`src/rtl/core/srs_pkg.sv`:
```
// ----------------------------------------------------------------------------
// srs_pkg
// Shared types, codes and helpers of the SDRAM refresh scheduler.
// ----------------------------------------------------------------------------
package srs_pkg;

   // scheduler states
   typedef enum logic [2:0] {
      SCHED_WAIT        = 3'd0,
      SCHED_PREP        = 3'd1,
      SCHED_PRECHARGE   = 3'd2,
      SCHED_PRECHARGING = 3'd3,
      SCHED_REFRESH     = 3'd4,
      SCHED_REFRESHING  = 3'd5,
      SCHED_IDLE        = 3'd6
   } sched_state_type;

   // command codes
   localparam logic [1:0] CMD_NOP       = 2'd0;
   localparam logic [1:0] CMD_PRECHARGE = 2'd1;
   localparam logic [1:0] CMD_REFRESH   = 2'd2;

   // register indexes on the control port
   localparam logic [1:0] REG_RAS      = 2'd0;
   localparam logic [1:0] REG_RP       = 2'd1;
   localparam logic [1:0] REG_RC       = 2'd2;
   localparam logic [1:0] REG_INTERVAL = 2'd3;

   localparam int TIMING_W   = 8;
   localparam int INTERVAL_W = 16;

   localparam logic [TIMING_W-1:0]   RAS_RESET      = 8'd8;
   localparam logic [TIMING_W-1:0]   RP_RESET       = 8'd3;
   localparam logic [TIMING_W-1:0]   RC_RESET       = 8'd12;
   localparam logic [INTERVAL_W-1:0] INTERVAL_RESET = 16'd1560;

   typedef struct packed {
      logic [TIMING_W-1:0]   ras_cycles;
      logic [TIMING_W-1:0]   rp_cycles;
      logic [TIMING_W-1:0]   rc_cycles;
      logic [INTERVAL_W-1:0] refresh_interval;
   } cfg_type;

   typedef struct packed {
      logic cmd_ready;
      logic any_bank_active;
      logic may_refresh;
   } req_type;

   typedef struct packed {
      logic       close_all_rows;
      logic [1:0] cmd_code;
      logic       cmd_valid;
   } rsp_type;

   function automatic logic [TIMING_W-1:0] timing_last(input logic [TIMING_W-1:0] v);
      timing_last = (v == '0) ? '0 : v - 1'b1;
   endfunction

endpackage

```
`src/rtl/core/srs_sched.sv`:
```
// ----------------------------------------------------------------------------
// srs_sched
// Refresh state machine, delay counter and refresh interval timer.
// ----------------------------------------------------------------------------
module srs_sched (
   input  logic             clock,
   input  logic             reset,
   input  logic             step,
   input  srs_pkg::req_type req,
   input  srs_pkg::cfg_type cfg,
   output srs_pkg::rsp_type rsp
);
   import srs_pkg::*;

   sched_state_type         state_ff, state_in;
   logic [TIMING_W-1:0]     delay_ff, delay_in;
   logic [INTERVAL_W-1:0]   interval_ff, interval_in;

   logic [TIMING_W-1:0]     max_delay;
   logic [TIMING_W-1:0]     delay_last;
   logic [INTERVAL_W-1:0]   timer_last;
   logic [INTERVAL_W+2:0]   times_seven;
   logic [INTERVAL_W-1:0]   seven_eighths;
   logic                    timer_is_last;
   logic                    delay_is_last;
   logic                    can_ref;
   logic                    must_ref;

   always_ff @(posedge clock) begin
      if (reset) begin
         state_ff    <= SCHED_WAIT;
         delay_ff    <= '0;
         interval_ff <= '0;
      end else if (step) begin
         state_ff    <= state_in;
         delay_ff    <= delay_in;
         interval_ff <= interval_in;
      end
   end

   always_comb begin
      max_delay = cfg.ras_cycles;
      if (cfg.rp_cycles > max_delay) max_delay = cfg.rp_cycles;
      if (cfg.rc_cycles > max_delay) max_delay = cfg.rc_cycles;
      delay_last    = timing_last(max_delay);
      timer_last    = (cfg.refresh_interval == '0) ? '0 : cfg.refresh_interval - 1'b1;
      times_seven   = {cfg.refresh_interval, 3'b000} - {3'b000, cfg.refresh_interval};
      seven_eighths = times_seven[INTERVAL_W+2:3];
      timer_is_last = interval_ff >= timer_last;
      delay_is_last = delay_ff >= delay_last;
      can_ref       = interval_ff >= {2'b00, cfg.refresh_interval[INTERVAL_W-1:2]};
      must_ref      = interval_ff >= seven_eighths;
   end

   always_comb begin
      state_in    = state_ff;
      delay_in    = delay_is_last ? delay_ff : delay_ff + 1'b1;
      interval_in = timer_is_last ? '0 : interval_ff + 1'b1;
      rsp.cmd_valid      = 1'b0;
      rsp.cmd_code       = CMD_NOP;
      rsp.close_all_rows = 1'b0;
      case (state_ff)
         SCHED_PREP: begin
            rsp.cmd_valid = 1'b1;
            if (delay_ff >= timing_last(cfg.ras_cycles)) state_in = SCHED_PRECHARGE;
         end
         SCHED_PRECHARGE: begin
            rsp.cmd_valid      = 1'b1;
            rsp.cmd_code       = CMD_PRECHARGE;
            rsp.close_all_rows = 1'b1;
            delay_in           = '0;
            if (req.cmd_ready) state_in = SCHED_PRECHARGING;
         end
         SCHED_PRECHARGING: begin
            rsp.cmd_valid = 1'b1;
            if (delay_ff >= timing_last(cfg.rp_cycles)) state_in = SCHED_REFRESH;
         end
         SCHED_REFRESH: begin
            rsp.cmd_valid = 1'b1;
            rsp.cmd_code  = CMD_REFRESH;
            delay_in      = '0;
            if (req.cmd_ready) state_in = SCHED_REFRESHING;
         end
         SCHED_REFRESHING: begin
            rsp.cmd_valid = 1'b1;
            if (delay_is_last) begin
               if (req.may_refresh && can_ref) begin
                  // refresh again and restart the interval
                  state_in    = SCHED_REFRESH;
                  interval_in = '0;
               end else begin
                  state_in = SCHED_IDLE;
               end
            end
         end
         SCHED_IDLE: begin
            if (timer_is_last) state_in = SCHED_WAIT;
         end
         default: begin
            // wait, and the unused code behaves as wait
            delay_in = '0;
            if (must_ref) begin
               state_in = SCHED_PREP;
            end else if (can_ref && req.may_refresh) begin
               state_in = req.any_bank_active ? SCHED_PREP : SCHED_REFRESH;
            end
         end
      endcase
   end

   assert property (@(posedge clock) disable iff (reset)
      step && state_ff == SCHED_PRECHARGE && req.cmd_ready
      |=> state_ff == SCHED_PRECHARGING && delay_ff == '0)
      else $error("precharge accepted but scheduler did not enter precharging");

   assert property (@(posedge clock) disable iff (reset)
      step && state_ff == SCHED_REFRESH && req.cmd_ready
      |=> state_ff == SCHED_REFRESHING && delay_ff == '0)
      else $error("refresh accepted but scheduler did not enter refreshing");

   assert property (@(posedge clock) disable iff (reset)
      !step |=> $stable(state_ff) && $stable(delay_ff) && $stable(interval_ff))
      else $error("scheduler state moved without a transaction");

endmodule

```
`src/rtl/core/sdram_refresh_scheduler.sv`:
```
// ----------------------------------------------------------------------------
// sdram_refresh_scheduler
// SDRAM auto-refresh scheduler: one clock tick of the memory controller in,
// one refresh command slot out, with timing registers on a control port.
// ----------------------------------------------------------------------------
//  channel   direction   handshake          payload
//  req_*     in          tvalid / tready    tick status (tdata, 8 bits)
//  rsp_*     out         tvalid / tready    command slot (tdata, 8 bits)
//  csr_*     in/out      psel / penable     timing registers, 32-bit data
//
//  One transaction per cycle while req_tready is high; its result is registered.
//  The scheduler state advances at acceptance through one combinational pass.
//  A two-entry output buffer keeps req_tready high while one result waits.
//  Reset is synchronous: state wait, counters zero, registers at defaults.
// ----------------------------------------------------------------------------
module sdram_refresh_scheduler (
   input  logic        clock,
   input  logic        reset,
   input  logic        req_tvalid,
   output logic        req_tready,
   input  logic [7:0]  req_tdata,   // [0] may_refresh, [1] any_bank_active, [2] cmd_ready
   output logic        rsp_tvalid,
   input  logic        rsp_tready,
   output logic [7:0]  rsp_tdata,   // [0] cmd_valid, [2:1] cmd_code, [3] close_all_rows
   input  logic        csr_psel,
   input  logic        csr_penable,
   input  logic        csr_pwrite,
   input  logic [3:0]  csr_paddr,
   input  logic [31:0] csr_pwdata,
   output logic [31:0] csr_prdata,
   output logic        csr_pready
);
   import srs_pkg::*;

   cfg_type    cfg_ff;
   req_type    req;
   rsp_type    rsp_next;
   rsp_type    out_ff;
   rsp_type    skid_ff;
   logic       out_valid_ff;
   logic       skid_valid_ff;
   logic       accept;
   logic       out_free;
   logic       csr_write;
   logic [1:0] reg_index;

   // control port
   assign csr_pready = 1'b1;
   assign csr_write  = csr_psel && csr_penable && csr_pwrite;
   assign reg_index  = csr_paddr[3:2];

   always_ff @(posedge clock) begin
      if (reset) begin
         cfg_ff.ras_cycles       <= RAS_RESET;
         cfg_ff.rp_cycles        <= RP_RESET;
         cfg_ff.rc_cycles        <= RC_RESET;
         cfg_ff.refresh_interval <= INTERVAL_RESET;
      end else if (csr_write) begin
         case (reg_index)
            REG_RAS:      cfg_ff.ras_cycles       <= csr_pwdata[TIMING_W-1:0];
            REG_RP:       cfg_ff.rp_cycles        <= csr_pwdata[TIMING_W-1:0];
            REG_RC:       cfg_ff.rc_cycles        <= csr_pwdata[TIMING_W-1:0];
            REG_INTERVAL: cfg_ff.refresh_interval <= csr_pwdata[INTERVAL_W-1:0];
            default: ;
         endcase
      end
   end

   always_comb begin
      case (reg_index)
         REG_RAS:      csr_prdata = {24'd0, cfg_ff.ras_cycles};
         REG_RP:       csr_prdata = {24'd0, cfg_ff.rp_cycles};
         REG_RC:       csr_prdata = {24'd0, cfg_ff.rc_cycles};
         REG_INTERVAL: csr_prdata = {16'd0, cfg_ff.refresh_interval};
         default:      csr_prdata = '0;
      endcase
   end

   // input transaction
   assign req_tready          = !skid_valid_ff;
   assign accept              = req_tvalid && req_tready;
   assign req.may_refresh     = req_tdata[0];
   assign req.any_bank_active = req_tdata[1];
   assign req.cmd_ready       = req_tdata[2];

   srs_sched u_sched (
      .clock (clock),
      .reset (reset),
      .step  (accept),
      .req   (req),
      .cfg   (cfg_ff),
      .rsp   (rsp_next)
   );

   // output register with skid entry
   assign out_free = !out_valid_ff || rsp_tready;

   always_ff @(posedge clock) begin
      if (reset) begin
         out_valid_ff  <= 1'b0;
         skid_valid_ff <= 1'b0;
      end else if (out_free) begin
         if (skid_valid_ff) begin
            out_valid_ff  <= 1'b1;
            skid_valid_ff <= 1'b0;
         end else begin
            out_valid_ff <= accept;
         end
      end else if (accept) begin
         skid_valid_ff <= 1'b1;
      end
   end

   always_ff @(posedge clock) begin
      if (out_free) begin
         out_ff <= skid_valid_ff ? skid_ff : rsp_next;
      end
      if (!out_free && accept) begin
         skid_ff <= rsp_next;
      end
   end

   assign rsp_tvalid = out_valid_ff;
   assign rsp_tdata  = {4'd0, out_ff.close_all_rows, out_ff.cmd_code, out_ff.cmd_valid};

   assert property (@(posedge clock) disable iff (reset)
      skid_valid_ff |-> out_valid_ff)
      else $error("skid entry holds a result while the output register is empty");

   assert property (@(posedge clock) disable iff (reset)
      accept && !out_free |=> skid_valid_ff && !req_tready)
      else $error("stalled transaction not parked in the skid entry");

   assert property (@(posedge clock) disable iff (reset)
      accept && out_free && !skid_valid_ff |=> out_valid_ff)
      else $error("accepted transaction did not reach the output register");

   assert property (@(posedge clock) disable iff (reset)
      out_valid_ff && out_ff.close_all_rows |-> out_ff.cmd_code == CMD_PRECHARGE)
      else $error("row close flagged without a precharge command");

endmodule
```
`config.mk`:
```
export PLATFORM = sky130hd
export DESIGN_NAME = sdram_refresh_scheduler
export DESIGN_NICKNAME = d
export VERILOG_FILES = /design/src/rtl/core/srs_pkg.sv /design/src/rtl/core/srs_sched.sv /design/src/rtl/core/sdram_refresh_scheduler.sv
export SDC_FILE = /design/constraint.sdc
export NUM_CORES = 1
export LEC_CHECK = 0
export ABC_AREA = 1
export BUFFER_PORTS_ARGS = -buffer_cell sky130_fd_sc_hd__buf_4
export CORE_UTILIZATION = 50
export DETAILED_ROUTE_END_ITERATION = 12
export PLACE_DENSITY = 0.67
export SLEW_MARGIN = 10
export SYNTH_ARGS = -nofsm -noshare
export SYNTH_HDL_FRONTEND = slang
export SYNTH_SLANG_ARGS = --single-unit
```
`constraint.sdc`:
```
create_clock -name clock -period 15.2 [get_ports clock]
set_clock_uncertainty 0.2 [all_clocks]
set_input_delay 2.28 -clock clock [delete_from_list [all_inputs] [get_ports clock]]
set_output_delay 2.28 -clock clock [all_outputs]
set_load 0.005 [all_outputs]
```
Word level (Yosys, flattened, before mapping)
Index checks and enable logic that the tools add are counted.
Storage, ports and cells
  logic and storage cells: 99
  register bits after elaboration: 77
  input bits: 51
  output and inout port bits: 43
Operators by class
  equal/unequal tests: 16
  reductions and logical operators: 24
  multiplexer cells: 29
  $add $sub $neg: 7
  $lt $le $gt $ge: 8
Operators by type and width (number)
  $pmux 32 s4: 1
  $mux 16: 5
  $mux 8: 7
  $ge 16x16->1: 2
  $mux 3: 9
  $ge 8x8->1: 3
  $logic_not 8->1: 3
  $sub 8x1->8 const B: 3
  $sub 19x16->19: 1
  $pmux 3 s6: 1
  $add 16x1->16 const B: 1
  $ge 16x14->1: 1
  $gt 8x8->1: 2
  $logic_not 16->1: 1
  $sub 16x1->16 const B: 1
  $reduce_and 2->1: 5
  $eq 3x3->1 const B: 3
  $add 8x1->8 const B: 1
  $ne 2x1->1 const B: 4
  $reduce_and 8->1: 1
  $reduce_bool 8->1: 1
  $eq 3x2->1 const B: 2
  $ne 2x2->1 const B: 3
  $logic_and 1x1->1: 5
  13 further kinds: 18

Longest topological paths before layout
  depth in word-level cells: 9
  gate-level depth with buffers: 44
  depth with buffers taken out: 42

By module
From an unflattened synthesis, not the netlist that was laid out.
Unflattened totals
  cell total of the unflattened synthesis: 1225
  area total of the unflattened synthesis: 7895.1 um^2
By module, submodules not included
  srs_sched: cells each 876, area an instance 5430.2 um^2, instances 1, seq. area each 540.5 um^2
  sdram_refresh_scheduler: cells each 349, area an instance 2464.9 um^2, instances 1, seq. area each 1081.0 um^2

Worst setup path after synthesis
Ideal clock, no wire load.
  path type: in2out
  from: in csr_paddr[2]
  to: out csr_prdata[1]
  buffers on the path: 1
  cell stages on the path: 5
  path slack: 9712 ps
  required time: 12720 ps
  data arrival time: 3008 ps
  path through: nand2_1 > clkbuf_1 > o21ai_0 > a21oi_1 > o21ai_0
Between the ends
  word-level cells in the longest chain between the ends: 2
  elaborated cells on any way between the ends: 5
  those cells by class: eq/ne: 3; mux: 1; reduce/logical: 1
Ends and longest elaborated chain
  start: declaration: RTL line sdram_refresh_scheduler.sv:28  | input logic [3:0] csr_paddr,
  $eq 2x2->1, or another cell as far along: RTL line sdram_refresh_scheduler.sv:70  | case (reg_index)
  $pmux 32 s4 *: RTL line sdram_refresh_scheduler.sv:70
  end: declaration: RTL line sdram_refresh_scheduler.sv:30  | output logic [31:0] csr_prdata,
Every way passes the cells marked *; elsewhere a longest branch is shown, timed or not. The select of a mux whose other input is x is not followed.

Worst setup path in the final report
  from: in csr_paddr[2]
  to: out csr_prdata[5]
Same word-level chain as after synthesis.

==> results.py <==
metrics = {
    "status": {
        "status": "finished, final reports clean",
    },
    "sta": {
        "rsz0062_at_grt": "no",
        "period_needed_ps": 6050,
        "max-slew-margin-rel_pct": 55.5,
        "hold_viol_final": 0,
        "finalSetupViolCount": 0,
        "holdWs_ps": 325,
        "slew_violations": 0,
        "fmax_mhz": 165,
        "tns_ps": 0,
        "period_share_pct": 39.8,
        "tightest_slew_ps": 667,
    },
    "pwr": {
        "power.share.switching_pct": 37.3,
        "seqPwrFrac_pct": 33.3,
        "p_int_uw": 429,
        "clockPowerShare_pct": 33.5,
        "p_sw_uw": 255,
        "p_comb_share_pct": 33.2,
        "peakVddDrop_mv": 0.0521,
        "pwr_density_cell_mw_per_mm2": 84.9,
        "p_leak_uw": 0.00387,
    },
    "cts": {
        "ctsLongestPathBuffers": 2,
        "insertion_delay_ps": 360,
        "postCtsHoldBufs": 0,
        "htreeDepth": 3,
        "clk_pin_slew_ps": 60,
        "cts_resized": 0,
        "postCtsSetupBuffers": 0,
        "cts.sinks": 75,
        "root_buffer": "clkbuf_16",
        "numCtsBuffers": 9,
        "cts_tree": "yes",
    },
    "placement": {
        "hpwl_um": 15400,
        "place.port_buffers": 49,
        "gp_congestion": 0.939,
    },
    "critical_path": {
        "endpoint": "csr_prdata[5]",
        "crit_type": "in -> out",
        "start_kind": "primary input",
        "cp.arrival_ps": 3570,
        "r2r_end": "u_sched.delay_ff[6]$_SDFFE_PP0P_",
        "cpMaxStageDelayCell": "nand2_1",
        "cp_cell_sequence": "buf_4 > nand2_1 > o21ai_0 > a21oi_1 > o21ai_0 > buf_4",
        "crit_family": "compound AO/OA/AOI/OAI gates",
        "reg2reg_slack_ps": 9240,
        "worst-path-stages": 6,
        "max_stage_delay_ps": 460,
        "critPathRequiredTime_ps": 12720,
        "crit_buf_inv": 2,
        "r2r-start": "cfg_ff[35]$_SDFFE_PP1P_",
        "cp_max_fo": 17,
        "crit_path_end_kind": "output port",
        "crit_start": "csr_paddr[2]",
        "r2r_cells": 37,
    },
    "run": {
        "max_cap_viol_count": 0,
    },
    "final_layout": {
        "drive_above_1_share_pct": 9.77,
        "utilization_pct": 57.2,
        "mostFrequentLayoutCells": "206 x nand2_1, 145 x inv_1, 112 x a21oi_1",
        "final_nets": 1296,
        "layout_commonest_cell": "nand2_1",
        "syn_to_final_growth_pct": 10.0,
        "n_antenna_cell": 0,
    },
    "synthesis": {
        "yosysTopAreaCell": "dfxtp_1",
        "async_flop_share_pct": 0,
        "synth.cell_area_mm2": 0.00732,
        "synth_edf_count": 6,
        "syn_avg_cell_area_um2": 6.65,
        "yosys_most_used_dff": "dfxtp_1",
        "netlist_instances": 1102,
        "yosys-top-cells-area": "dfxtp_1 19%, ha_1 18%, nand2_1 11%",
        "yosys_register_bits": 75,
        "yosysTopAreaCellShare_pct": 18.9,
        "ys_seq_area_share_pct": 21.3,
        "synth_cell_types": 46,
        "yosysWarnings": 0,
    },
    "global_routing": {
        "first_global_vias": 6291,
        "grt_max_degree": 41,
        "track_usage_pct": 27.2,
        "grt_pass1_wl_um": 31800,
        "overflow": 0,
        "antenna_found_initial": 0,
    },
    "floorplan": {
        "io_pins": 94,
        "initial_core_util_pct": 52.0,
        "dieWidth_um": 123,
        "die_area_mm2": 0.0151,
        "row_count": 43,
        "coreArea_mm2": 0.0141,
        "die_height_um": 123,
    },
    "hold_path": {
        "hp-class": "reg -> reg",
        "hold-path-cell-count": 2,
    },
    "routing": {
        "drt_drc_violations_left": 0,
        "wirelength_um": 19400,
        "wl_per_cell_um": 14.6,
        "drtPass1Iterations": 5,
        "ant_nets": 0,
        "drt_iter0_drc": 527,
        "vias_per_cell": 5.37,
        "num_vias": 7117,
    },
}
-- power groups by stage --
stage          Sequential (uW)  Clock (uW)  Combinational, uW
3_5_place_dp               232           0                225
3_3_place_gp               232           0                222
6_report                   228         229                227
5_1_grt                    230         241                264
4_1_cts                    228         232                226
2_1_floorplan              228           0                179
-- through the flow --
step / area, um^2 / total power (uW) / instances / setup WS, ps
global placement: 7750 / 454 / 1310 / 9160
CTS: 8060 / 686 / 1326 / 9150
finish: 8060 / 684 / 1326 / 9150
global route: 8060 / 735 / 1326 / 8640
floorplan: 7400 / 407 / 1121 / 9710
detailed placement: 7750 / 457 / 1310 / 9150
-- worst min-delay path: stages (launching register included) --
cell and delay, ps:
dfxtp_1 320, inv_1 100, a21oi_1 70
-- worst min-delay path by stage --
stage                                      from                                to
2_1_floorplan  u_sched.delay_ff[7]$_SDFFE_PP0P_  u_sched.delay_ff[7]$_SDFFE_PP0P_
3_3_place_gp               skid_ff[0]$_DFFE_PP_            rsp_tdata[0]$_DFFE_PP_
3_5_place_dp               skid_ff[0]$_DFFE_PP_            rsp_tdata[0]$_DFFE_PP_
4_1_cts                 cfg_ff[16]$_SDFFE_PP0P_           cfg_ff[16]$_SDFFE_PP0P_
5_1_grt                 cfg_ff[16]$_SDFFE_PP0P_           cfg_ff[16]$_SDFFE_PP0P_
6_report                cfg_ff[16]$_SDFFE_PP0P_           cfg_ff[16]$_SDFFE_PP0P_
-- state kept, by name, summed over array words and instances, names as in the netlist --
| signal | flops |
|---|---|
| rsp_tvalid | 1 |
| cfg_ff | 40 |
| u_sched.interval_ff | 16 |
| skid_ff | 3 |
| skid_valid_ff | 1 |
| rsp_tdata | 3 |
| u_sched.state_ff | 3 |
| u_sched.delay_ff | 8 |
-- per-layer routing --
metal / share of wire, % / global-route usage [%]
met4: 1.1 / 6.78
met5: 0 / 0
met1: 52 / 42.2
met3: 6.0 / 3.60
met2: 41 / 39.0
-- cells in the mapped netlist, drive strengths merged, types with 4 or more instances --
| cell | count |
|---|---|
| a211oi | 7 |
| clkbuf | 15 |
| edfxtp | 6 |
| inv | 148 |
| nor2 | 102 |
| nand2 | 226 |
| nand3b | 6 |
| nor3 | 22 |
| o21bai | 5 |
| nand4 | 19 |
| a31oi | 4 |
| or2 | 9 |
| buf | 27 |
| o21ai | 99 |
| dfxtp | 69 |
| xor2 | 17 |
| nand3 | 63 |
| o211ai | 13 |
| o21a | 4 |
| ha | 104 |
| xnor2 | 5 |
| o22ai | 4 |
| a21oi | 112 |
-- cell type report --
class	count	area, um^2
Clock buffer	10	239
Clock inverter	6	70.1
Fill cell	1415	6040
Inverter	150	563
Multi-Input combinational cell	854	5020
Sequential cell	75	1560
Tap cell	180	225
Timing Repair Buffer	51	383
-- cells by family after synthesis --
group	Yosys count	synth area share, %
buffers and inverters	192	11.2
adder cells (fa/ha/maj)	104	17.8
AO/OA/AOI/OAI	256	19.1
AND/OR/NAND/NOR	451	27.9
other	2	0.103
XOR/XNOR	22	2.63
flip-flops	75	21.3
No activity file was read; power rests on OpenSTA's default activity.
